$ cat src/rtl/crd_pkg.sv
// Package for the conserved run detector: shared field widths, register
// indexes, the per-row comparison result type and the case folding helper.
// No dependencies.
package crd_pkg;

    localparam int MAX_ROWS       = 7;
    localparam int OTHER_ROWS_DEF = 7;
    localparam int POS_BITS       = 40;
    localparam int CONTIG_BITS    = 16;
    localparam int DEPTH_BITS     = 3;
    localparam int SAMPLE_BITS    = 3;
    localparam int SAMPLES        = 1 << SAMPLE_BITS;
    localparam int LEN_BITS       = 32;
    localparam int CFG_IDX_BITS   = 1;
    localparam int IN_DATA_BITS   = 160;
    localparam int OUT_DATA_BITS  = 104;

    localparam logic [CFG_IDX_BITS-1:0] CFG_MIN_LENGTH = 1'd0;
    localparam logic [CFG_IDX_BITS-1:0] CFG_MIN_DEPTH  = 1'd1;

    localparam logic [7:0] GAP_CHAR = 8'h2D;

    // Result of comparing one row against the reference base.
    typedef struct packed {
        logic               hit;
        logic               hit_excl;
        logic [SAMPLES-1:0] sample_oh;
    } lane_res_t;

    // Column-wide fields carried alongside the lane results.
    typedef struct packed {
        logic                   flush;
        logic                   gap;
        logic [CONTIG_BITS-1:0] contig;
        logic [POS_BITS-1:0]    pos;
        logic [SAMPLES-1:0]     ref_oh;
    } col_t;

    function automatic logic [7:0] upcase(input logic [7:0] c);
        logic [7:0] r;
        r = c;
        if (c >= 8'h61 && c <= 8'h7A)
        begin
            r = c - 8'd32;
        end
        return r;
    endfunction

endpackage

$ cat src/rtl/crd_lane.sv
// One comparison lane of the conserved run detector: checks one row base
// against the upper-cased reference base. Depends on crd_pkg.
module crd_lane (
    input  logic [7:0]                       row_base,
    input  logic [7:0]                       ref_up,
    input  logic                             present,
    input  logic                             excluded,
    input  logic [crd_pkg::SAMPLE_BITS-1:0]  sample,
    output crd_pkg::lane_res_t               res
);
    import crd_pkg::*;

    logic hit;

    assign hit = present && (upcase(row_base) == ref_up);

    always_comb
    begin
        res.hit       = hit;
        res.hit_excl  = hit && excluded;
        res.sample_oh = hit ? (SAMPLES'(1) << sample) : '0;
    end

endmodule

$ cat src/rtl/crd_merge.sv
// Merge stage of the conserved run detector: combines lane results into the
// column depth, tracks the open run and holds the result register. Depends on crd_pkg.
module crd_merge #(
    parameter int OTHER_ROWS = crd_pkg::OTHER_ROWS_DEF
) (
    input  logic                                  clk,
    input  logic                                  rst_n,
    input  logic                                  cfg_we,
    input  logic [crd_pkg::CFG_IDX_BITS-1:0]      cfg_index,
    input  logic [crd_pkg::LEN_BITS-1:0]          cfg_data,
    input  logic                                  col_valid,
    input  crd_pkg::col_t                         col,
    input  crd_pkg::lane_res_t [OTHER_ROWS-1:0]   lanes,
    output logic                                  col_take,
    output logic                                  out_valid,
    input  logic                                  out_ready,
    output logic [crd_pkg::CONTIG_BITS-1:0]       out_contig,
    output logic [crd_pkg::POS_BITS-1:0]          out_start,
    output logic [crd_pkg::POS_BITS:0]            out_end,
    output logic [crd_pkg::DEPTH_BITS-1:0]        out_min_depth
);
    import crd_pkg::*;

    logic [LEN_BITS-1:0]    min_length_reg;
    logic [DEPTH_BITS-1:0]  min_depth_reg;
    logic                   run_open_reg, run_open_next;
    logic [CONTIG_BITS-1:0] run_contig_reg, run_contig_next;
    logic [POS_BITS-1:0]    run_start_reg, run_start_next;
    logic [POS_BITS-1:0]    run_last_reg, run_last_next;
    logic [DEPTH_BITS-1:0]  run_min_reg, run_min_next;
    logic                   out_valid_reg, out_valid_next;
    logic [CONTIG_BITS-1:0] out_contig_reg;
    logic [POS_BITS-1:0]    out_start_reg;
    logic [POS_BITS:0]      out_end_reg;
    logic [DEPTH_BITS-1:0]  out_min_reg;

    logic [SAMPLES-1:0]     seen;
    logic                   any_excl;
    logic [DEPTH_BITS:0]    count;
    logic [DEPTH_BITS-1:0]  depth;
    logic                   deep;
    logic                   adjacent;
    logic                   extend;
    logic                   len_ok;
    logic [POS_BITS:0]      run_len;
    logic                   emit;
    logic                   out_free;

    // Distinct samples among matching rows, not counting the reference sample.
    always_comb
    begin
        seen     = '0;
        any_excl = 1'b0;
        for (int i = 0; i < OTHER_ROWS; i++)
        begin
            seen     = seen | lanes[i].sample_oh;
            any_excl = any_excl | lanes[i].hit_excl;
        end
        seen  = seen & ~col.ref_oh;
        count = '0;
        for (int j = 0; j < SAMPLES; j++)
        begin
            count = count + (DEPTH_BITS+1)'(seen[j]);
        end
        depth = any_excl ? '0 : count[DEPTH_BITS-1:0];
    end

    assign deep     = depth >= min_depth_reg;
    assign adjacent = ({1'b0, col.pos} == ({1'b0, run_last_reg} + 1'b1))
                      && (col.contig == run_contig_reg);
    assign extend   = run_open_reg && deep && adjacent;
    assign run_len  = {1'b0, run_last_reg} - {1'b0, run_start_reg} + 1'b1;
    assign len_ok   = run_len >= (POS_BITS+1)'(min_length_reg);
    assign out_free = !out_valid_reg || out_ready;

    always_comb
    begin
        emit            = 1'b0;
        run_open_next   = run_open_reg;
        run_contig_next = run_contig_reg;
        run_start_next  = run_start_reg;
        run_last_next   = run_last_reg;
        run_min_next    = run_min_reg;
        if (col.flush)
        begin
            emit          = run_open_reg && len_ok;
            run_open_next = 1'b0;
        end
        else if (!col.gap)
        begin
            if (extend)
            begin
                run_last_next = col.pos;
                if (depth < run_min_reg)
                begin
                    run_min_next = depth;
                end
            end
            else
            begin
                emit          = run_open_reg && len_ok;
                run_open_next = deep;
                if (deep)
                begin
                    run_contig_next = col.contig;
                    run_start_next  = col.pos;
                    run_last_next   = col.pos;
                    run_min_next    = depth;
                end
            end
        end
    end

    assign col_take = col_valid && (!emit || out_free);

    always_comb
    begin
        out_valid_next = out_valid_reg && !out_ready;
        if (col_take && emit)
        begin
            out_valid_next = 1'b1;
        end
    end

    always_ff @(posedge clk or negedge rst_n)
    begin
        if (!rst_n)
        begin
            min_length_reg <= LEN_BITS'(1);
            min_depth_reg  <= DEPTH_BITS'(1);
            run_open_reg   <= 1'b0;
            out_valid_reg  <= 1'b0;
        end
        else
        begin
            if (cfg_we)
            begin
                case (cfg_index)
                    CFG_MIN_LENGTH: min_length_reg <= cfg_data;
                    CFG_MIN_DEPTH:  min_depth_reg  <= cfg_data[DEPTH_BITS-1:0];
                    default:        min_length_reg <= min_length_reg;
                endcase
            end
            if (col_take)
            begin
                run_open_reg <= run_open_next;
            end
            out_valid_reg <= out_valid_next;
        end
    end

    always_ff @(posedge clk)
    begin
        if (col_take)
        begin
            run_contig_reg <= run_contig_next;
            run_start_reg  <= run_start_next;
            run_last_reg   <= run_last_next;
            run_min_reg    <= run_min_next;
            if (emit)
            begin
                out_contig_reg <= run_contig_reg;
                out_start_reg  <= run_start_reg;
                out_end_reg    <= {1'b0, run_last_reg} + 1'b1;
                out_min_reg    <= run_min_reg;
            end
        end
    end

    assign out_valid     = out_valid_reg;
    assign out_contig    = out_contig_reg;
    assign out_start     = out_start_reg;
    assign out_end       = out_end_reg;
    assign out_min_depth = out_min_reg;

endmodule

$ cat src/rtl/conserved_run_detector.sv
// Top level of the conserved run detector: stream ports, the row comparison
// lanes, the lane result register and the merge stage. Depends on crd_pkg,
// crd_lane and crd_merge.
//
// Usage. Alignment columns arrive on the s_ stream, one column per
// transaction; s_tuser is the item kind (0 column, 1 end-of-stream flush).
// Each transaction of the m_ stream reports one conserved region. The
// configuration port writes the minimum run length (index 0) and the depth
// threshold (index 1); write it only while no column is in flight.
// A column is compared in its accept cycle and its lane results are
// registered at the accepting edge; the merge stage then updates the run from
// the lane register, and a region that a column closes is loaded into the
// output register, which drives m_tvalid, when the merge stage takes that column.
// Throughput is one column per cycle while the output register can take each region.
// Reset clears the open run, empties both stages and sets both thresholds
// to one. When the receiver stalls, the finished region waits in the output
// register; columns that close no region keep flowing, and the input stalls
// only when a second region would need the occupied output register.
module conserved_run_detector #(
    parameter int OTHER_ROWS = crd_pkg::OTHER_ROWS_DEF
) (
    input  logic                                   clk,
    input  logic                                   rst_n,
    input  logic                                   cfg_we,
    input  logic [crd_pkg::CFG_IDX_BITS-1:0]       cfg_index,
    input  logic [crd_pkg::LEN_BITS-1:0]           cfg_data,
    input  logic                                   s_tvalid,
    output logic                                   s_tready,
    // contig_id, ref_position, ref_base, row_bases, row_present, ref_sample,
    // row_samples, row_excluded (lowest bits first), two zero pad bits on top
    input  logic [crd_pkg::IN_DATA_BITS-1:0]       s_tdata,
    // kind
    input  logic                                   s_tuser,
    output logic                                   m_tvalid,
    input  logic                                   m_tready,
    // region_contig, region_start, region_end, region_min_depth
    // (lowest bits first), four zero pad bits on top
    output logic [crd_pkg::OUT_DATA_BITS-1:0]      m_tdata
);
    import crd_pkg::*;

    // Field offsets within s_tdata.
    localparam int OFF_POS     = CONTIG_BITS;
    localparam int OFF_REF     = OFF_POS + POS_BITS;
    localparam int OFF_BASES   = OFF_REF + 8;
    localparam int OFF_PRESENT = OFF_BASES + 8 * MAX_ROWS;
    localparam int OFF_REFSAMP = OFF_PRESENT + MAX_ROWS;
    localparam int OFF_SAMPLES = OFF_REFSAMP + SAMPLE_BITS;
    localparam int OFF_EXCL    = OFF_SAMPLES + SAMPLE_BITS * MAX_ROWS;
    localparam int OUT_USED    = CONTIG_BITS + 2 * POS_BITS + 1 + DEPTH_BITS;

    logic [7:0]                  ref_base;
    logic [7:0]                  ref_up;
    logic [SAMPLE_BITS-1:0]      ref_sample;
    lane_res_t [OTHER_ROWS-1:0]  lane_res;
    col_t                        col_in;

    logic                        col_valid_reg, col_valid_next;
    col_t                        col_reg;
    lane_res_t [OTHER_ROWS-1:0]  lanes_reg;
    logic                        col_take;
    logic                        s_fire;

    logic [CONTIG_BITS-1:0]      out_contig;
    logic [POS_BITS-1:0]         out_start;
    logic [POS_BITS:0]           out_end;
    logic [DEPTH_BITS-1:0]       out_min_depth;

    assign ref_base   = s_tdata[OFF_REF +: 8];
    assign ref_up     = upcase(ref_base);
    assign ref_sample = s_tdata[OFF_REFSAMP +: SAMPLE_BITS];

    // One comparison lane per other row; rows past OTHER_ROWS are ignored.
    for (genvar g = 0; g < OTHER_ROWS; g++)
    begin : g_lane
        crd_lane u_lane (
            .row_base (s_tdata[OFF_BASES + 8 * g +: 8]),
            .ref_up   (ref_up),
            .present  (s_tdata[OFF_PRESENT + g]),
            .excluded (s_tdata[OFF_EXCL + g]),
            .sample   (s_tdata[OFF_SAMPLES + SAMPLE_BITS * g +: SAMPLE_BITS]),
            .res      (lane_res[g])
        );
    end

    always_comb
    begin
        col_in.flush  = s_tuser;
        col_in.gap    = (ref_base == GAP_CHAR);
        col_in.contig = s_tdata[0 +: CONTIG_BITS];
        col_in.pos    = s_tdata[OFF_POS +: POS_BITS];
        col_in.ref_oh = SAMPLES'(1) << ref_sample;
    end

    // The lane register frees up whenever the merge stage takes its column.
    assign s_tready = !col_valid_reg || col_take;
    assign s_fire   = s_tvalid && s_tready;

    always_comb
    begin
        col_valid_next = col_valid_reg;
        if (s_fire)
        begin
            col_valid_next = 1'b1;
        end
        else if (col_take)
        begin
            col_valid_next = 1'b0;
        end
    end

    always_ff @(posedge clk or negedge rst_n)
    begin
        if (!rst_n)
        begin
            col_valid_reg <= 1'b0;
        end
        else
        begin
            col_valid_reg <= col_valid_next;
        end
    end

    always_ff @(posedge clk)
    begin
        if (s_fire)
        begin
            col_reg   <= col_in;
            lanes_reg <= lane_res;
        end
    end

    crd_merge #(
        .OTHER_ROWS (OTHER_ROWS)
    ) u_merge (
        .clk           (clk),
        .rst_n         (rst_n),
        .cfg_we        (cfg_we),
        .cfg_index     (cfg_index),
        .cfg_data      (cfg_data),
        .col_valid     (col_valid_reg),
        .col           (col_reg),
        .lanes         (lanes_reg),
        .col_take      (col_take),
        .out_valid     (m_tvalid),
        .out_ready     (m_tready),
        .out_contig    (out_contig),
        .out_start     (out_start),
        .out_end       (out_end),
        .out_min_depth (out_min_depth)
    );

    assign m_tdata = {(OUT_DATA_BITS - OUT_USED)'(0), out_min_depth, out_end,
                      out_start, out_contig};

endmodule

$ cat config.mk
export PLATFORM = sky130hd
export DESIGN_NAME = conserved_run_detector
export DESIGN_NICKNAME = d
export VERILOG_FILES = /design/src/rtl/crd_pkg.sv /design/src/rtl/crd_lane.sv /design/src/rtl/crd_merge.sv /design/src/rtl/conserved_run_detector.sv
export SDC_FILE = /design/constraint.sdc
export NUM_CORES = 1
export LEC_CHECK = 0
export BUFFER_PORTS_ARGS = -buffer_cell sky130_fd_sc_hd__clkbuf_2
export CAP_MARGIN = 20
export CORE_MARGIN = 5
export CORE_UTILIZATION = 41
export DETAILED_ROUTE_END_ITERATION = 8
export PLACE_DENSITY_LB_ADDON = 0.3
export SYNTH_ARGS = -nofsm -noshare
export SYNTH_HDL_FRONTEND = slang
export SYNTH_HIERARCHICAL = 1
export SYNTH_SLANG_ARGS = --single-unit
export TNS_END_PERCENT = 1
$ cat constraint.sdc
create_clock -name clk -period 17.2 [get_ports clk]
set_input_delay 5.16 -clock clk [delete_from_list [all_inputs] [get_ports clk]]
set_output_delay 5.16 -clock clk [all_outputs]
set_load 0.005 [all_outputs]
# Word-level counts from Yosys, hierarchy flattened
# Index checks and enable logic that the tools add are counted.
[word_totals]
ff_bits = 366
out_inout_bits = 106
elab_cells = 177
[op_classes]
bitwise_logic = 18
reduce_logical = 46
eq_ne = 13
n_lt_le_gt_ge = 19
add_sub_neg = 18
n_mux = 23
n_shift = 8
[ops]
columns = ["operator", "count"]
rows = [
  ["$mux 40", 2],
  ["$ge 8x7->1 const B", 8],
  ["$le 8x7->1 const B", 8],
  ["$mux 8", 8],
  ["$shl 1x3->8 const A", 8],
  ["$sub 8x6->8 const B", 8],
  ["$eq 8x8->1", 7],
  ["$or 8x8->8", 6],
  ["$add 40x1->41 const B", 1],
  ["$add 41x1->41 const B", 1],
  ["$eq 40x41->1", 1],
  ["$ge 41x32->1", 1],
  ["$sub 40x40->41", 1],
  ["$logic_and 1x1->1", 30],
  ["$add 3x1->3", 6],
  ["$eq 16x16->1", 1],
  ["$mux 3", 4],
  ["$reduce_and 5->1", 2],
  ["$mux 1", 9],
  ["$and 8x8->8", 1],
  ["$eq 8x6->1 const B", 1],
  ["$not 8->8", 1],
  ["$or 1x1->1", 6],
  ["$reduce_and 2->1", 3],
  ["11 further kinds", 21],
]

# Logic depth before layout (Yosys ltp)
# Gate-level depths: netlist (run 1).
[depth]
word_depth = 27
mapped_depth = 26

# By module
# The synthesis (run 1) kept the hierarchy.
[modules_own_cells]
columns = ["mod", "area_per_inst_um2", "cells_per_inst", "seq_area_each_um2", "n_inst"]
rows = [
  ["crd_merge", 13608.1, 1217, 6904.1, 1],
  ["conserved_run_detector", 4327.9, 169, 4108.9, 1],
  ["crd_lane", 314.1, 49, 0.0, 7],
]

# Worst setup path after synthesis (run 1)
# OpenSTA, ideal clock, no wires.
[synth_path]
path_type = "input-to-reg"
start = "input m_tready"
end = "register u_merge.out_contig_reg[0], in the netlist u_merge/out_contig[0], enable pin"
stages = 2
setup_slack_ps = 4535
arrival_time_ps = 11983
path_buffers = 0
path_cell_list = "nor2b_1 -> nor3_1"
[synth_between]
elab_chain_cells = 4
[synth_rtl]
columns = ["item", "line", "text"]
rows = [
  ["start, declared", "conserved_run_detector.sv:35", "input logic m_tready,"],
  ["$logic_or 1x1->1", "crd_merge.sv:74", "assign out_free = !out_valid_reg || out_ready;"],
  ["$logic_or 1x1->1", "crd_merge.sv:114", "assign col_take = col_valid && (!emit || out_free);"],
  ["$logic_and 1x1->1", "crd_merge.sv:114", ""],
  ["$reduce_and 2->1 (no line)", "-", ""],
  ["end signal, assigned", "crd_merge.sv:162", "out_contig_reg <= run_contig_reg;"],
  ["end, declared", "crd_merge.sv:32", "logic [CONTIG_BITS-1:0] out_contig_reg;"],
]
# Every way passes these cells.
# A chain may end at the register's enable or synchronous reset.

# Worst setup path after layout (run 1)
[layout_path]
start = "register lanes_reg[43] in the netlist's numbering"
end = "output s_tready"
[layout_between]
elab_chain_cells = 20
[layout_rtl]
columns = ["item", "line", "text"]
rows = [
  ["start, declared", "conserved_run_detector.sv:60", "lane_res_t [OTHER_ROWS-1:0] lanes_reg;"],
  ["start signal, assigned", "conserved_run_detector.sv:129", "lanes_reg <= lane_res;"],
  ["$or 8x8->8 (3 in a row)", "crd_merge.sv:56", "seen = seen | lanes[i].sample_oh;"],
  ["$and 8x8->8", "crd_merge.sv:59", "seen = seen & ~col.ref_oh;"],
  ["$add 3x1->3 (5 in a row)", "crd_merge.sv:63", "count = count + (DEPTH_BITS+1)'(seen[j]);"],
  ["$mux 3", "crd_merge.sv:65", "depth = any_excl ? '0 : count[DEPTH_BITS-1:0];"],
  ["net u_merge.depth[1]", "crd_merge.sv:40", "logic [DEPTH_BITS-1:0] depth;"],
  ["$ge 3x3->1", "crd_merge.sv:68", "assign deep = depth >= min_depth_reg;"],
  ["$logic_and 1x1->1 (2 in a row)", "crd_merge.sv:71", "assign extend = run_open_reg && deep && adjacent;"],
  ["$mux 1", "crd_merge.sv:91", "if (extend)"],
  ["$mux 1", "crd_merge.sv:89", "else if (!col.gap)"],
  ["$mux 1", "crd_merge.sv:84", "if (col.flush)"],
  ["$logic_not 1->1", "crd_merge.sv:114", ""],
  ["$logic_or 1x1->1", "crd_merge.sv:114", ""],
  ["$logic_and 1x1->1", "crd_merge.sv:114", ""],
  ["net col_take", "conserved_run_detector.sv:61", "logic col_take;"],
  ["$logic_or 1x1->1", "conserved_run_detector.sv:96", "assign s_tready = !col_valid_reg || col_take;"],
  ["end, declared", "conserved_run_detector.sv:28", "output logic s_tready,"],
]
# The timed path passes the listed nets, and every way through them passes these cells.

==> results by stage, run 1 <==
Setup path:
- The type of destination of the critical path is an output port.
- The critical path data arrival time is 7.27 ns.
- The count of cells along the worst register-to-register path is 23.
- The reg-to-reg startpoint is lanes_reg[43].
- Among all stages on the critical path, the largest delay is contributed by sky130_fd_sc_hd__or4_1.
- The worst setup path is launched from a register.
- The worst path buffer plus inverter count is 4.
- The critical path endpoint is s_tready.
- The register-to-register setup slack is 8.60 ns.
- Along the worst path, the maximum fanout reaches 7.
- The kind of cell with the highest combined delay along the critical path is simple AND/OR/NAND/NOR gates.
- Counting buffers and inverters, the worst setup path is 22 cells deep.
- The required time of the critical path is 12.04 ns.
- Traced cell by cell, the critical path runs through nor4_1, a21oi_1, fa_1, inv_1, fa_1, inv_1, fa_1, ha_1, inv_1, fa_1, nor2_1, ha_1, a21o_1, a21oi_1, or4_1, nor3_1, nand4_1, or4_1, a21o_1, a21boi_1, nand2b_1, clkbuf_2.
- The most critical setup path has its startpoint at lanes_reg[43].
- In this design, the stage delay of the slowest critical-path cell is 0.71 ns.
- The end of the worst register-to-register path is col_reg[47].
- The cell repeated most along the worst path is sky130_fd_sc_hd__fa_1.
- The critical path start-end classification is register to output port.

Clock network:
- The tree is rooted in a sky130_fd_sc_hd__clkbuf_16.
- For the worst-skew pair, the clock arrives at the later sink with an insertion delay of 0.56 ns.
- The post-cts hold buffer count is 0.
- The clock net sink count is 366.
- The number of buffers added for setup after CTS is 0.
- The TritonCTS clock tree is built.
- The maximum clock path buffer count is 3.
- The post-cts sizing count is 0.
- Clock-pin slew was measured on the worst setup and hold paths at 0.06 ns.
- The number of buffers created by CTS is 40.
- The H-tree was split into 2 levels.

Finish:
- The area added between synthesis and finish is 17.4%.
- The flip-flop count of the largest register after layout is 66.
- In the final layout, flip-flops and latches occupy 10,800 sq um.
- The area of the multi-input gates is 8290 sq um.
- The share of layout cells above drive strength 1 is 0.199.
- The final-layout fill cell count is 4,333.
- The layout net count is 2,347.

Drt:
- After the first detailed-routing iteration, the DRC count stood at 1,038.
- The detailed-router iteration count before antenna repair is 5.
- The remaining antenna violation count is 0.
- The number of design rule violations left after detail routing is 0.
- The routed wire length per instance is 20.1 microns.
- The post-detailed-routing wire length is 53,700 microns.
- After detailed routing, the number of vias per cell comes to 5.52.
- The via count is 14,700.

Power:
- IR analysis of the VDD net gives a maximum drop of 0.0631 mV.
- The power per standard cell area is 94.4 nW/um^2.
- Power comes to 2.20 mW.
- Summed over all cells, the static leakage comes to 9.32 nW.

Yosys:
- The number of warning messages in the yosys log is 6.
- The mean area per synthesized cell is 11.6 sq um.
- Synthesis produced 1,708 cells.
- The combined area of all synthesized cells is 19,800 sq um.

Outcome:
- The run finished with clean final reports.

Timing:
- The slew at the pin closest to its max-slew limit is 1.13 ns.
- The setup skew after layout is 0.0315 ns.
- The number of pins with negative max-slew slack in the final report was 0.
- The clock period could shrink to 12.43 ns.
- Of the available clock period, the critical path in the final layout requires 0.723.
- For this run, the top clock speed supported by timing is 80.4 MHz.
- The total of endpoints with negative setup slack in the final report is 0.
- Setup repair after global routing left no endpoint under its margin.
- The final count of hold timing violations is 0.
- For the final routed database, the setup TNS stands at 0 ns.
- The worst slew margin relative to its limit is 0.242.

Die:
- The row count is 80.
- The area of the core is 47,800 sq um.
- The number of primary I/O pins is 305.
- The total die area is 52,900 sq um.
- The initial utilization of the core area, before any placement, comes to 0.415.
- The die outline height is 230 microns.
- From left edge to right edge, the die measures 230 microns.

GRT:
- The via count of the first global-routing pass is 14,600.
- Global routing finished with a remaining overflow of 0.
- Entering global routing, the biggest net connects 75 pins.
- The wire length of the first global-routing pass is 81,900 microns.
- The number of antenna violations at the first check in global routing is 8.
- Across every metal layer, demand over resource in global routing totals 0.195.

Placement:
- The count of buffers from port buffering is 298.
- The congestion estimate from routability-driven global placement came to 0.935.
- The detailed placement HPWL is 41,200 microns.

Job:
- Across the run, the number of max-cap violations was 0.

Min path:
- The min-delay analysis places its worst path in the category register to register.
## cells in the final DEF, fill, tap and decap left out, types with 9 or more instances in the layout
cell	n
sky130_fd_sc_hd__edfxtp_1	328
sky130_fd_sc_hd__clkbuf_2	298
sky130_fd_sc_hd__inv_1	161
sky130_fd_sc_hd__ha_1	127
sky130_fd_sc_hd__nand2_1	121
sky130_fd_sc_hd__xnor2_1	100
sky130_fd_sc_hd__nor2_1	78
sky130_fd_sc_hd__o21ai_0	74
sky130_fd_sc_hd__nor4_1	73
sky130_fd_sc_hd__a21oi_1	66
sky130_fd_sc_hd__nand4_1	55
sky130_fd_sc_hd__xor2_1	55
sky130_fd_sc_hd__nor3_1	47
sky130_fd_sc_hd__clkbuf_16	40
sky130_fd_sc_hd__dfrtp_1	36
sky130_fd_sc_hd__nand2b_1	30
sky130_fd_sc_hd__nand3_1	27
sky130_fd_sc_hd__a21o_1	23
sky130_fd_sc_hd__and3_1	17
sky130_fd_sc_hd__o21bai_1	14
sky130_fd_sc_hd__nor2b_1	14
sky130_fd_sc_hd__o211ai_1	13
sky130_fd_sc_hd__clkinv_2	10
sky130_fd_sc_hd__o31ai_1	10
sky130_fd_sc_hd__o221ai_1	10
sky130_fd_sc_hd__a32oi_1	9
sky130_fd_sc_hd__and4_1	9
## through the flow
| step | instance area [sq um] | hold WS [ns] | worst slack (ns) | utilization | cells |
|---|---|---|---|---|---|
| floorplan | 19900 | 0.426 | 4.53 | - | 1711 |
| global placement | 22000 | 0.432 | 5.49 | 0.460 | 2588 |
| detailed placement | 22000 | 0.435 | 5.36 | 0.460 | 2588 |
| CTS | 23300 | 0.434 | 4.73 | 0.486 | 2662 |
| global route | 23300 | 0.452 | 4.41 | 0.487 | 2667 |
| finish | 23300 | 0.432 | 4.77 | 0.487 | 2667 |
## routing by layer
| metal | GRT usage | routed length, microns |
|---|---|---|
| met2 | 0.316 | 25000 |
| met5 | 0 | 44 |
| met1 | 0.268 | 24000 |
| met4 | 0.0523 | 1320 |
| met3 | 0.0422 | 3240 |
## report_power, final
group,total (mW),internal (mW),switching [mW]
sequential,1.06,1.03,0.0289
clock,0.825,0.468,0.358
combinational,0.317,0.125,0.191
total,2.20,1.62,0.578
## final cells by class
cell class	instances	area share
Inverter	161	0.0259
Antenna cell	4	0.000430
Sequential cell	366	0.464
Timing Repair Buffer	306	0.0671
Tap cell	615	0.0330
Clock buffer	46	0.0443
Multi-Input combinational cell	1141	0.356
Clock inverter	28	0.00993
## worst min-delay path by stage
| stage | startpoint | endpoint | slack [ns] | cells after the start |
|---|---|---|---|---|
| CTS | u_merge/run_start_reg[2] | u_merge/out_start[2] | 0.43 | 0 |
| floorplan | u_merge/run_min_reg[0] | u_merge/out_min_depth[0] | 0.43 | 0 |
| global placement | u_merge/run_start_reg[3] | u_merge/out_start[3] | 0.43 | 0 |
| global route | u_merge/run_start_reg[2] | u_merge/out_start[2] | 0.45 | 0 |
| detailed placement | u_merge/run_start_reg[6] | u_merge/out_start[6] | 0.43 | 0 |
| finish | u_merge/run_start_reg[2] | u_merge/out_start[2] | 0.43 | 0 |
Power figures use the tool's default switching activity.
==> run 2, diff against run 1 <==
==> constraint.sdc (replaced) <==
create_clock -name clk -period 12.1 [get_ports clk]
set_input_delay 3.63 -clock clk [delete_from_list [all_inputs] [get_ports clk]]
set_output_delay 3.63 -clock clk [all_outputs]
set_load 0.005 [all_outputs]
==> run 2 against run 1 <==
  * Clock power grew 48%
  * Largest power group unchanged
  * Cell count shrank 0.11%
  * Die area unchanged
  * Utilization increased by 0.12 points
  * Via count fell by 0.44%
  * Critical path depth is 3 higher
==> results by stage, run 2 (same netlist as run 1, synthesis figures left out) <==
Outcome:
- The flow ran to the end, and the final reports show no timing, DRC or antenna violations.

Clock network:
- Once the clock tree was built, the setup fixing pass inserted 0 buffers.
- The post-cts hold buffer count is 0.
- The root cell of the clock tree is sky130_fd_sc_hd__clkbuf_16.
- The maximum clock path buffer count is 3.
- TritonCTS built the clock tree.
- The number of H-tree levels is 2.
- The number of gates resized after CTS was 0.
- Clock-pin slew was measured on the worst setup and hold paths at 0.06 ns.
- In this run, CTS created clock tree buffers numbering 39.
- The clock insertion delay at the later pin of the skew report is 0.56 ns.
- The clock net sink count is 366.

Power:
- The highest ir drop seen on vdd is 0.125 mV.
- In this run the static leakage power is 9.33 nW.
- The overall power consumption is 3.17 mW.
- In this run the power density over the cells is 136 nW/um^2.
- The proportion of power drawn by combinational gates is 0.143.
- The switching power is 820 uW.
- Of the total power, the share spent switching nets is 0.258.
- Of the total power, the clock network draws 0.384.
- The internal power component is 2.35 mW.
- The part of the power in registers is 0.474.

GRT:
- The pin count of the biggest net entering global routing is 96.
- The overall track demand over capacity in global routing is 0.194.
- The number of antenna violations at the first check in global routing is 7.
- The via count of the first global-routing pass is 14,500.
- The wire length of the first global-routing pass is 81,700 microns.
- The total overflow left after global routing is 0.

Die:
- In this run the vertical extent of the chip is 230 microns.
- The floorplan step defined a die boundary enclosing 52,900 sq um.
- The row count is 80.
- The area of the core is 47,800 sq um.
- During I/O placement, the number of pins put on the boundary was 305.
- For this configuration, the core starts out at a cell density of 0.415.
- The floorplan step set the die width to 230 microns.

Timing:
- The number of pins with negative max-slew slack in the final report is 0.
- The clock arrives with 0.0208 ns of skew.
- For the pin with the worst max-slew slack, the measured transition is 1.04 ns.
- Setup repair after global routing left no endpoint under its margin.
- Adding up every negative setup slack in the final design gives 0 ns.
- The minimum period implied by the final worst setup slack is 10.80 ns.
- The worst slew margin relative to its limit is 0.300.
- The final count of hold timing violations is 0.
- In the finished design, the share of the clock period the worst path needs comes to 0.893.
- The maximum clock frequency is 92.6 MHz.
- The total of endpoints with negative setup slack in the final report is 0.

Finish:
- The final-layout fill cell count is 4,314.
- Relative to the synthesized area, the layout overhead comes to 17.7%.
- The register with the most flip-flops in the layout has 66 of them.
- Leaving out fill and tap cells, the most frequent cells in the layout are 328 x sky130_fd_sc_hd__edfxtp_1, 298 x sky130_fd_sc_hd__clkbuf_2, 161 x sky130_fd_sc_hd__inv_1.
- In the final layout, the multi-input gates occupy 8290 sq um.
- The sequential cells in the finished layout cover a total of 10,800 sq um.
- The share of layout cells above drive strength 1 is 0.197.
- The net count of the finished layout is 2,345.
- The commonest non-fill, non-tap cell in the layout is sky130_fd_sc_hd__edfxtp_1.

Placement:
- The final weighted congestion in routability-driven placement is 0.900.
- The count of buffers added on input and output ports is 298.
- Once detailed placement completed, the half-perimeter wirelength came to 41,600 microns.

Setup path:
- The startpoint type of the worst setup path is a register.
- The critical path data arrival time is 7.17 ns.
- Of all nets on the critical path, the largest fanout is 5.
- On the worst path, the slowest cell contributes a delay of 0.64 ns.
- The critical path start-end classification is register to output port.
- The type of destination of the critical path is an output port.
- The required time of the critical path is 8.47 ns.
- The library cell contributing the largest single delay on the critical path is sky130_fd_sc_hd__or4_1.

Drt:
- The detailed router placed 14,700 vias in this run.
- After detailed routing, the average wire length per cell comes to 20.1 microns.
- The post-detailed-routing wire length is 53,600 microns.
- The remaining antenna violation count is 0.
- In this run, the number of DRC markers left after iteration 0 of detailed routing was 1,074.
- The detailed-router iteration count before antenna repair is 5.
- For this run, design rule violations remaining after detail routing come to 0.
- After detailed routing, the number of vias per cell comes to 5.50.

Job:
- The max-cap violation count is 0.

Min path:
- The tightest min-delay check is of the register to register type.
run 2: cell types whose count changed in the layout (fill, tap and decap cells not counted), sizes merged:
cell	change
buf	-1
bufinv	+3
clkbuf	-1
clkinv	-3
inv	-2
clkinvlp	+1
run 2: cell type report:
type | count | area share
Tap cell | 615 | 0.0329
Inverter | 161 | 0.0259
Multi-Input combinational cell | 1141 | 0.355
Timing Repair Buffer | 305 | 0.0672
Antenna cell | 4 | 0.000429
Clock buffer | 45 | 0.0432
Sequential cell | 366 | 0.462
Clock inverter | 27 | 0.0129
run 2: power groups by stage:
| stage | Sequential (mW) | Combinational [mW] | Clock (mW) |
|---|---|---|---|
| 2_1_floorplan | 1.52 | 0.287 | 0 |
| 3_3_place_gp | 1.53 | 0.438 | 0 |
| 3_5_place_dp | 1.53 | 0.450 | 0 |
| 4_1_cts | 1.51 | 0.453 | 1.24 |
| 5_1_grt | 1.51 | 0.508 | 1.30 |
| 6_report | 1.50 | 0.452 | 1.22 |
run 2: metal layers:
layer / global-route usage / routed length, microns / vias up
met1: 0.274 / 24300 / 7108
met5: 0 / 46 / -
met4: 0.0525 / 1200 / 6
li1: - / - / 7005
met3: 0.0432 / 3560 / 84
met2: 0.306 / 24500 / 454
run 2: final timing paths:
kind | start | endpoint | slack [ns] | cells after the start
min reg2reg | u_merge/run_min_reg[2] | u_merge/out_min_depth[2] | 0.45 | 0
max | u_merge/run_last_reg[1] | s_tready | 1.30 | 25
max reg2reg | lanes_reg[33] | lanes_reg[48] | 3.69 | 23
min | u_merge/run_min_reg[2] | u_merge/out_min_depth[2] | 0.45 | 0
max in group asynchronous | rst_n | u_merge/min_length_reg[0] | 8.65 | 2
min in group asynchronous | rst_n | col_valid_reg | 2.93 | 1
run 2: critical path: cells and delay by family (launching register included):
family                   cells  cell delay (ns)
adder cells (fa/ha/maj)      4             1.19
AO/OA/AOI/OAI                9             2.46
buffers and inverters        4             0.33
flip-flops                   1             0.41
XOR/XNOR                     1             0.11
AND/OR/NAND/NOR              7             2.08
run 2: through the flow:
stage           util  hold slack [ns]  worst slack [ns]  cells  instance area [sq um]
2_1_floorplan      -            0.426              2.92   1711                  19900
3_3_place_gp   0.460            0.434              1.94   2587                  22000
3_5_place_dp   0.460            0.440              1.98   2587                  22000
4_1_cts        0.488            0.452              1.32   2659                  23300
5_1_grt        0.488            0.465             0.715   2663                  23400
6_report       0.488            0.450              1.30   2664                  23400
==> run 3, diff against run 2 <==
==> constraint.sdc (replaced) <==
create_clock -name clk -period 12.1 [get_ports clk]
set_input_delay 0.605 -clock clk [delete_from_list [all_inputs] [get_ports clk]]
set_output_delay 0.605 -clock clk [all_outputs]
set_load 0.005 [all_outputs]
==> run 3 against run 2 <==
  * Power is 1.5% lower
  * Combinational power about the same
  * Sequential cell count unchanged
  * Cell count grew 0.15%
  * Worst hold slack got worse by 0.23 ns
  * Critical path type is now register to register
  * Critical endpoint is now lanes_reg[6]
  * Sequential share of layout area grew 0.089 points
  * Setup slack better by 2.5 ns
  * Die area did not move
  * Non-clock buffer count grew 1
  * Largest cell class unchanged
  * Clock power fell by 4%
  * Via count is 0.25% lower
  * First-iteration DRC count is 14% higher
==> results by stage, run 3 (same netlist as run 1, synthesis figures left out) <==
Die:
- The core region is 47,800 sq um.
- The die span in x is 230 microns.
- The total die area is 52,900 sq um.
- For this configuration, the core starts out at a cell density of 0.415.
- The die outline height is 230 microns.
- Row generation in the floorplan step produced 80 rows.
- In this run the count of I/O pins placed on the die edge is 305.

Clock network:
- The clock transition at the registers of the reported paths is 0.06 ns.
- In this run the post-CTS setup repair buffer count came out at 0.
- In this run the number of H-tree levels came out at 2.
- The number of gates resized after CTS was 0.
- The longest clock path from root to sink contains 3 buffers.
- The clock insertion delay at the later pin of the skew report is 0.56 ns.
- The TritonCTS clock tree is built.
- The root cell of the clock tree is sky130_fd_sc_hd__clkbuf_16.
- In this run, CTS created clock tree buffers numbering 40.
- The clock net sink count is 366.

Finish:
- The flip-flop count of the largest register after layout is 66.
- Counting the fill cells in the layout gives 4,336.
- The commonest non-fill, non-tap cell in the layout is sky130_fd_sc_hd__edfxtp_1.
- Once layout is complete, the cells apart from fillers number 2,668.
- In the final layout, the multi-input gates occupy 8290 sq um.
- The share of layout cells above drive strength 1 is 0.197.
- In the layout the commonest cells are 328 x sky130_fd_sc_hd__edfxtp_1, 298 x sky130_fd_sc_hd__clkbuf_2, 161 x sky130_fd_sc_hd__inv_1.
- The summed area of non-filler cells in the final layout is 23,300 sq um.
- The area of all sequential standard cells is 10,800 sq um.
- The layout net count is 2,347.
- The area added between synthesis and finish is 17.5%.

GRT:
- The overall track demand over capacity in global routing is 0.196.
- The via count of the first global-routing pass came to 14,300.
- The number of antenna violations at the first check in global routing is 10.
- The wire length of the first global-routing pass is 81,800 microns.
- Entering global routing, the biggest net connects 92 pins.
- The overflow left after global routing is 0.

Power:
- The share of total power dissipated in sequential elements is 0.481.
- The power per standard cell area is 134 nW/um^2.
- The highest ir drop seen on vdd is 0.102 mV.
- The share of total power dissipated in combinational logic is 0.145.
- Summed over all cells, the static leakage comes to 9.30 nW.
- The internal power of the cells totals 2.30 mW.
- Of the total power, the share spent switching nets is 0.264.
- The switching power is 824 uW.
- The completed layout was analyzed and its total power is 3.13 mW.
- The share of total power dissipated in the clock network is 0.374.

Timing:
- For the pin with the worst max-slew slack, the measured transition is 1.06 ns.
- Setup repair after global routing left no endpoint under its margin.
- Of the available clock period, the critical path in the final layout requires 0.689.
- The worst path needs 8.34 ns of the cycle, external delays included.
- The final-layout setup total negative slack is 0 ns.
- Across the routed clock network, the largest skew measured is 0.0215 ns.
- The worst slew margin relative to its limit is 0.289.
- The maximum clock frequency is 120 MHz.
- The post-layout worst setup margin is 3.76 ns.
- The final count of hold timing violations came to 0.
- The number of pins with negative max-slew slack in the final report was 0.
- The total of endpoints with negative setup slack in the final report is 0.

Drt:
- The number of DRC violations after detailed-routing iteration 0 is 1,225.
- The routed design has 53,700 microns of wire.
- The detail route stage leaves a number of antenna-violating nets equal to 0.
- The number of design rule violations left after detail routing is 0.
- For this run, the detailed router's first-pass iteration total came to 5.
- The via count is 14,600.
- Dividing the detail-routed wire length by the instance count gives 20.1 microns.
- The ratio of routed vias to standard cells is 5.48.

Setup path:
- The startpoint type of the worst setup path is a register.
- The critical path start-end classification is register to register.
- The family with the most delay on the worst path is simple AND/OR/NAND/NOR gates.
- For the worst setup path, the data arrival time is 8.51 ns.
- In this design, the stage delay of the slowest critical-path cell is 0.86 ns.
- The type of destination of the critical path is a register.
- STA puts the critical path data required time at 12.27 ns.
- The worst path buffer plus inverter count is 4.
- The cell repeated most along the worst path is sky130_fd_sc_hd__fa_1.
- The library cell contributing the largest single delay on the critical path is sky130_fd_sc_hd__buf_4.
- The largest fanout on the critical path is 74.
- Traced cell by cell, the critical path runs through nor4_1, a21oi_1, fa_1, inv_1, fa_1, inv_1, fa_1, ha_1, inv_1, fa_1, nor2_1, ha_1, a21o_1, a21oi_1, or4_1, nor3_1, nand4_1, or4_1, a21o_1, a21boi_1, nand2b_1, and2_4, buf_4.

Placement:
- The cell count after placement is 2,587.
- The HPWL after detailed placement is 41,600 microns.
- After detailed placement, the total cell area comes to 22,000 sq um.
- The count of buffers from port buffering is 298.
- The congestion estimate from routability-driven global placement came to 0.916.
- The worst-case setup slack after placement is 3.76 ns.

Job:
- The max-cap violation count is 0.

Min path:
- In this run the worst hold path is classified as input port to register.

Outcome:
- The flow ran to the end, and the final reports show no timing, DRC or antenna violations.
-- run 3: cell types whose count changed in the layout (fill, tap and decap cells not counted), moves of 2 or more --
cell,before,now
sky130_fd_sc_hd__clkbuf_1,5,8
sky130_fd_sc_hd__clkinv_8,2,0
sky130_fd_sc_hd__clkinv_2,6,8
sky130_fd_sc_hd__bufinv_16,5,2
sky130_fd_sc_hd__inv_6,1,3
sky130_fd_sc_hd__diode_2,4,6
sky130_fd_sc_hd__clkinv_1,9,7
-- run 3: power groups by stage --
stage	clock network (mW)	logic [mW]	registers (mW)
CTS	1.20	0.453	1.51
global placement	0	0.439	1.53
floorplan	0	0.287	1.52
finish	1.17	0.453	1.50
detailed placement	0	0.449	1.53
global route	1.26	0.507	1.51
-- run 3: what timing repair did --
item / CTS / global route
hold buffers: 0 / 1
hold endpoints to repair: 0 / 6
endpoints found under the setup margin: 0 / 0
-- run 3: per-stage QoR --
| stage | utilization | hold slack (ns) |
|---|---|---|
| 2_1_floorplan | - | 0.309 |
| 3_3_place_gp | 0.460 | 0.433 |
| 3_5_place_dp | 0.460 | 0.436 |
| 4_1_cts | 0.486 | 0.185 |
| 5_1_grt | 0.487 | 0.191 |
| 6_report | 0.487 | 0.221 |
-- run 3: layout make-up --
type                       count  share of cell area
timing repair buffer         306              0.0677
clock buffer                  48              0.0442
clock inverter                25             0.00934
inverter                     161              0.0259
tap                          615              0.0330
sequential                   366               0.463
multi-input combinational   1141               0.356
antenna                        6            0.000644
-- run 3: worst register-to-register path, cell delays in order (launching register included) --
cell and delay (ns):
sky130_fd_sc_hd__edfxtp_1 0.37, sky130_fd_sc_hd__nor4_1 0.47, sky130_fd_sc_hd__a21oi_1 0.15, sky130_fd_sc_hd__fa_1 0.50
sky130_fd_sc_hd__inv_1 0.05, sky130_fd_sc_hd__fa_1 0.54, sky130_fd_sc_hd__inv_1 0.06, sky130_fd_sc_hd__fa_1 0.54
sky130_fd_sc_hd__ha_1 0.15, sky130_fd_sc_hd__inv_1 0.05, sky130_fd_sc_hd__fa_1 0.43, sky130_fd_sc_hd__nor2_1 0.29
sky130_fd_sc_hd__ha_1 0.22, sky130_fd_sc_hd__a21o_1 0.08, sky130_fd_sc_hd__a21oi_1 0.14, sky130_fd_sc_hd__or4_1 0.69
sky130_fd_sc_hd__nor3_1 0.21, sky130_fd_sc_hd__nand4_1 0.12, sky130_fd_sc_hd__or4_1 0.70, sky130_fd_sc_hd__a21o_1 0.28
sky130_fd_sc_hd__a21boi_1 0.12, sky130_fd_sc_hd__nand2b_1 0.18, sky130_fd_sc_hd__and2_4 0.69, sky130_fd_sc_hd__buf_4 0.87
-- run 3: path summary, 6_finish.rpt --
kind                                                start                         to  slack [ns]  depth (start not counted)
min in group asynchronous                           rst_n  u_merge/min_length_reg[1]        0.44                          2
worst min-delay path                          s_tdata[35]                col_reg[27]        0.22                          1
max in group asynchronous                           rst_n   u_merge/min_depth_reg[0]       11.14                          3
worst max-delay path                        lanes_reg[33]               lanes_reg[6]        3.76                         23
worst min register to register  u_merge/run_start_reg[34]      u_merge/out_start[34]        0.45                          0
worst max register to register              lanes_reg[33]               lanes_reg[6]        3.76                         23
-- run 3: per-layer routing --
| metal | global-route usage | part of all wire | vias to the layer above |
|---|---|---|---|
| met3 | 0.0370 | 0.062 | 87 |
| li1 | - | - | 7025 |
| met4 | 0.0602 | 0.026 | 6 |
| met2 | 0.306 | 0.46 | 446 |
| met1 | 0.279 | 0.45 | 7057 |
| met5 | 0 | 0.00086 | - |
